### src/rtl/mfs_pkg.sv
// Shared constants, types and helper functions for the max-frequency stack.
// No dependencies; every other file in the block uses this package.
package mfs_pkg;

  localparam int CAPACITY = 64;

  // Number of 8-way levels needed to reduce CAPACITY leaves to one root.
  function automatic int tree_levels(int n);
    int lv;
    int span;
    lv   = 1;
    span = 8;
    while (span < n) begin
      span = span * 8;
      lv   = lv + 1;
    end
    return lv;
  endfunction

  localparam int TREE_LVLS = tree_levels(CAPACITY);
  localparam int TREE_PAD  = 1 << (3 * TREE_LVLS);
  localparam int IDX_W     = 3 * TREE_LVLS;
  localparam int LVL_W     = $clog2(CAPACITY + 1);
  localparam int CMP_W     = (IDX_W > LVL_W) ? IDX_W : LVL_W;
  localparam int CNT_W     = $clog2(TREE_LVLS + 1);

  // Offset of tree level l (1-based) inside the flat node array.
  function automatic int node_off(int l);
    int off;
    off = 0;
    for (int k = 1; k < l; k++) begin
      off = off + (TREE_PAD >> (3 * k));
    end
    return off;
  endfunction

  localparam int NODE_TOTAL = node_off(TREE_LVLS + 1);
  localparam int L1_CNT     = TREE_PAD >> 3;

  typedef enum logic {
    OP_PUSH = 1'b0,
    OP_POP  = 1'b1
  } op_e;

  typedef enum logic [1:0] {
    ST_OK    = 2'd0,
    ST_EMPTY = 2'd1,
    ST_FULL  = 2'd2
  } status_e;

  typedef struct packed {
    logic [LVL_W-1:0] key;
    logic [IDX_W-1:0] idx;
    logic [31:0]      value;
  } node_t;

  typedef struct packed {
    logic             push_we;
    logic             pop_sh;
    logic [31:0]      wr_value;
    logic [LVL_W-1:0] wr_level;
    logic [LVL_W-1:0] fill;
    logic [IDX_W-1:0] best;
    logic             look_pop;
    logic [31:0]      look_value;
  } cell_cmd_t;

  // a covers lower indices than b; on equal keys the newer entry (b) wins
  function automatic node_t pick(node_t a, node_t b);
    return (b.key >= a.key) ? b : a;
  endfunction

  function automatic node_t reduce8(node_t [7:0] k);
    node_t lo;
    node_t hi;
    lo = pick(pick(k[0], k[1]), pick(k[2], k[3]));
    hi = pick(pick(k[4], k[5]), pick(k[6], k[7]));
    return pick(lo, hi);
  endfunction

endpackage

### src/rtl/mfs_cell.sv
// One storage cell of the frequency stack: holds one entry's value and level.
// Depends on mfs_pkg; shifts down from its upper neighbor when it or an entry below is popped.
module mfs_cell (
  input  logic                    clk_i,
  input  logic [mfs_pkg::IDX_W-1:0] idx_i,
  input  mfs_pkg::cell_cmd_t      cmd_i,
  input  logic [31:0]             nb_value_i,
  input  logic [mfs_pkg::LVL_W-1:0] nb_level_i,
  output logic [31:0]             value_o,
  output logic [mfs_pkg::LVL_W-1:0] level_o,
  output mfs_pkg::node_t          leaf_o
);

  logic [31:0]               value_q;
  logic [mfs_pkg::LVL_W-1:0] level_q;
  logic [mfs_pkg::CMP_W-1:0] my_idx;
  logic [mfs_pkg::CMP_W-1:0] fill;
  logic                      valid;
  logic                      hit;

  assign my_idx = mfs_pkg::CMP_W'(idx_i);
  assign fill   = mfs_pkg::CMP_W'(cmd_i.fill);
  assign valid  = my_idx < fill;

  // pop looks at every live entry, push only at copies of the pushed value
  assign hit = valid && (cmd_i.look_pop || (value_q == cmd_i.look_value));

  always_comb begin
    leaf_o       = '0;
    leaf_o.key   = hit ? level_q : '0;
    leaf_o.idx   = idx_i;
    leaf_o.value = value_q;
  end

  always_ff @(posedge clk_i) begin
    if (cmd_i.push_we && (my_idx == fill)) begin
      value_q <= cmd_i.wr_value;
      level_q <= cmd_i.wr_level;
    end else if (cmd_i.pop_sh && (my_idx >= mfs_pkg::CMP_W'(cmd_i.best)) &&
                 ((my_idx + mfs_pkg::CMP_W'(1)) < fill)) begin
      value_q <= nb_value_i;
      level_q <= nb_level_i;
    end
  end

  assign value_o = value_q;
  assign level_o = level_q;

endmodule

### config.mk
export PLATFORM = sky130hd
export DESIGN_NAME = mfs_cell
export DESIGN_NICKNAME = d
export VERILOG_FILES = /design/src/rtl/mfs_pkg.sv /design/src/rtl/mfs_cell.sv
export SDC_FILE = /design/constraint.sdc
export NUM_CORES = 1
export LEC_CHECK = 0
export ABC_AREA = 1
export BUFFER_PORTS_ARGS = -buffer_cell sky130_fd_sc_hd__buf_4
export CAP_MARGIN = 25
export CORE_UTILIZATION = 40
export DETAILED_ROUTE_END_ITERATION = 8
export HOLD_SLACK_MARGIN = 0.02
export PLACE_DENSITY = 0.84
export REMOVE_ABC_BUFFERS = 1
export SLEW_MARGIN = 25
export SYNTH_ARGS = -nofsm -noshare
export SYNTH_HDL_FRONTEND = slang
export SYNTH_SLANG_ARGS = --single-unit
### constraint.sdc
create_clock -name clk_i -period 8.7 [get_ports clk_i]
set_clock_uncertainty 0.2 [all_clocks]
set_input_delay 1.74 -clock clk_i [delete_from_list [all_inputs] [get_ports clk_i]]
set_output_delay 1.74 -clock clk_i [all_outputs]
set_load 0.1 [all_outputs]
==> key figures <==
Run status
  • Outcome: finished, final reports clean

Synth
  • Sequential share of the synthesized area: 0.367
  • Top-area cell type share of the netlist area: 0.367
  • Top cells by area, synth: edfxtp_1 37%, mux2_4 18%, buf_4 8.9%, ha_1 7.8%, nand2_1 7.2%
  • Synth unique cells: 21
  • Yosys warning total: 0
  • Cells after Synth: 315
  • Post-synth top area cell: edfxtp_1
  • Post-Syn Area: 3190 um^2
  • Yosys reg bits: 39
  • Avg Cell Area, Syn: 10.1 um^2

STA
  • Final setup fails: 0
  • Setup tns final: 0 ns
  • Rel. slew slack: 0.377
  • Slew @ Worst Pin: 0.932 ns
  • Final Worst Setup Slack: 3.47 ns
  • RSZ-0062 raised after global routing: no
  • Final hold vios: 0
  • F_max: 191 MHz
  • Hold_ws: 1.54 ns
  • Slew Viols, Final: 0
  • Tcrit/Tclk final: 0.602
  • Final min period: 5.23 ns

Power
  • Leak: 2.50 nW
  • Final Power: 845 uW
  • Cell Pwr Density: 180 nW/um^2
  • Peak VDD IR: 0.0905 mV

Floorplan
  • Initial core utilization: 0.413
  • Die height: 91.3 um
  • Core area: 7730 um^2
  • Die Span X: 91.3 um
  • Num rows: 32
  • Top-level port count: 217
  • DIE AREA: 8330 um^2

Cells and area
  • Register area: 1170 um^2
  • Fin cells: 600
  • FILL cells: 648
  • Layout cells sized above 1: 0.538
  • P&R area growth vs syn: 47.5%
  • Ant diodes: 0
  • Most common cell after layout, fill and taps aside: buf_4
  • Most frequent cells in the layout: 217 x buf_4, 60 x nand2_1, 46 x inv_1
  • Nets: 650
  • Area of the multi-input gates: 1510 um^2

Detailed routing
  • Total Wirelength: 8040 um
  • Number of remaining DRC errors: 0
  • DR vias: 2690
  • Avg WL per Cell: 13.4 um
  • Vias per cell: 4.48
  • First DRT Iteration DRCs: 54
  • Routed Antenna Nets: 0
  • Pre-antenna DRT Iters: 4

Worst setup path
  • Worst Path Max Fanout: 7
  • WP data required: 6.76 ns
  • Worst setup path class: primary input to output port
  • Worst setup EP type: output port
  • Max incr delay on CP: 0.32 ns
  • Worst Path Arrival: 3.29 ns
  • Critical path launch point type: primary input
  • Worst-path cell chain: buf_4 > ha_1 > a21oi_1 > o21ai_0 > a21oi_1 > nand2_1 > nor2_1 > buf_4
  • Worst path slowest cell: buf_4

GRT
  • Congestion Overflow GR: 0
  • First-pass GRT wire length: 12200 um
  • Initial antenna violation count: 0
  • Number of global-route vias before repair: 2629
  • Largest net degree at the start of global routing: 41
  • Total Routing Usage GR: 0.189

Min path
  • Worst min-delay path category: primary input to flip-flop
  • Hold_sp: cmd_i[82]
  • Hold EP: value_o[29]
  • WHS Path Cells: 2

Place
  • Final HPWL DP: 6690 um
  • Post-Place Worst Slack: 3.47 ns
  • IO buf count: 216
  • Cell total after placement: 592
  • Gpl congestion: 0.786

CTS
  • # clock sinks: 39
  • CTS Hold Bufs: 0
  • Setup Buffers After CTS: 0
  • H-Tree Depth: 2
  • CTS tree: done
  • CTS Buf Count: 5
  • Clock transition at the registers of the reported paths: 0.09 ns
  • CTS Buffer Depth: 2
  • Post-cts resize count: 0
  • Clk root buf: clkbuf_8

Run
  • Number of max-cap violations: 0
==> sequential cells by signal, summed over array words and instances, names as in the netlist <==
register / count
level_o: 7
value_o: 32
==> final cells by class <==
| type | instances | area share |
|---|---|---|
| multi-input cells | 187 | 0.322 |
| repair buffers | 217 | 0.346 |
| clock inverters | 2 | 0.00266 |
| well taps | 102 | 0.0271 |
| clock buffers | 6 | 0.0154 |
| flip-flops and latches | 39 | 0.249 |
| inverters | 47 | 0.0375 |
==> how the worst max path moves through the flow <==
stage | from | end | cells past startpoint
floorplan | cmd_i[43] | leaf_o[38] | 7
global placement | cmd_i[2] | leaf_o[42] | 11
detailed placement | idx_i[2] | leaf_o[38] | 8
CTS | idx_i[2] | leaf_o[38] | 8
global route | idx_i[2] | leaf_o[38] | 8
finish | idx_i[2] | leaf_o[38] | 8
==> synthesized netlist by cell type <==
master	count
a211oi_1	2
a21boi_0	1
a21oi_1	6
buf_4	38
buf_6	4
edfxtp_1	39
ha_1	20
inv_1	46
inv_2	1
mux2_4	39
nand2_1	61
nand2_2	1
nand3_1	3
nand3b_1	1
nand4_4	1
nor2_1	18
nor2_2	1
nor3b_1	1
o21ai_0	5
xnor2_1	23
xor2_1	4
==> through the flow <==
step            util  instance area (um^2)
2_1_floorplan      -                  2860
3_3_place_gp   0.597                  4620
3_5_place_dp   0.597                  4620
4_1_cts        0.608                  4700
5_1_grt        0.608                  4700
6_report       0.608                  4700
==> cells by family after synthesis <==
family,count (synthesis),synth area share
and+or+nand+nor,87,0.113
adders and majority gates,20,0.0785
muxes,39,0.184
buffers and inverters,89,0.159
AOI/OAI and AO/OA,14,0.0243
DFF,39,0.367
xor gates and xnor gates,27,0.0742
==> critical path: cells and delay by family <==
family	cells	cell delay, ns
adders and majority gates	1	0.31
AOI/OAI and AO/OA	3	0.36
buffers and inverters	2	0.46
and+or+nand+nor	2	0.40
==> metal layers <==
metal  global-route usage  up-vias  share of wire  wire (um)
li1                     -     1339              -          -
met1                0.201     1240           0.36       2910
met2                0.376      105           0.58       4630
met3               0.0327        6          0.052        415
met4               0.0489        0          0.010         82
met5                    0        -              0          0
==> power breakdown <==
part	internal [mW]	switching (mW)	total, mW
Clock	0.0561	0.0669	0.123
Sequential	0.232	0.0185	0.250
Combinational	0.123	0.349	0.472
(Power assumes the default switching activity.)
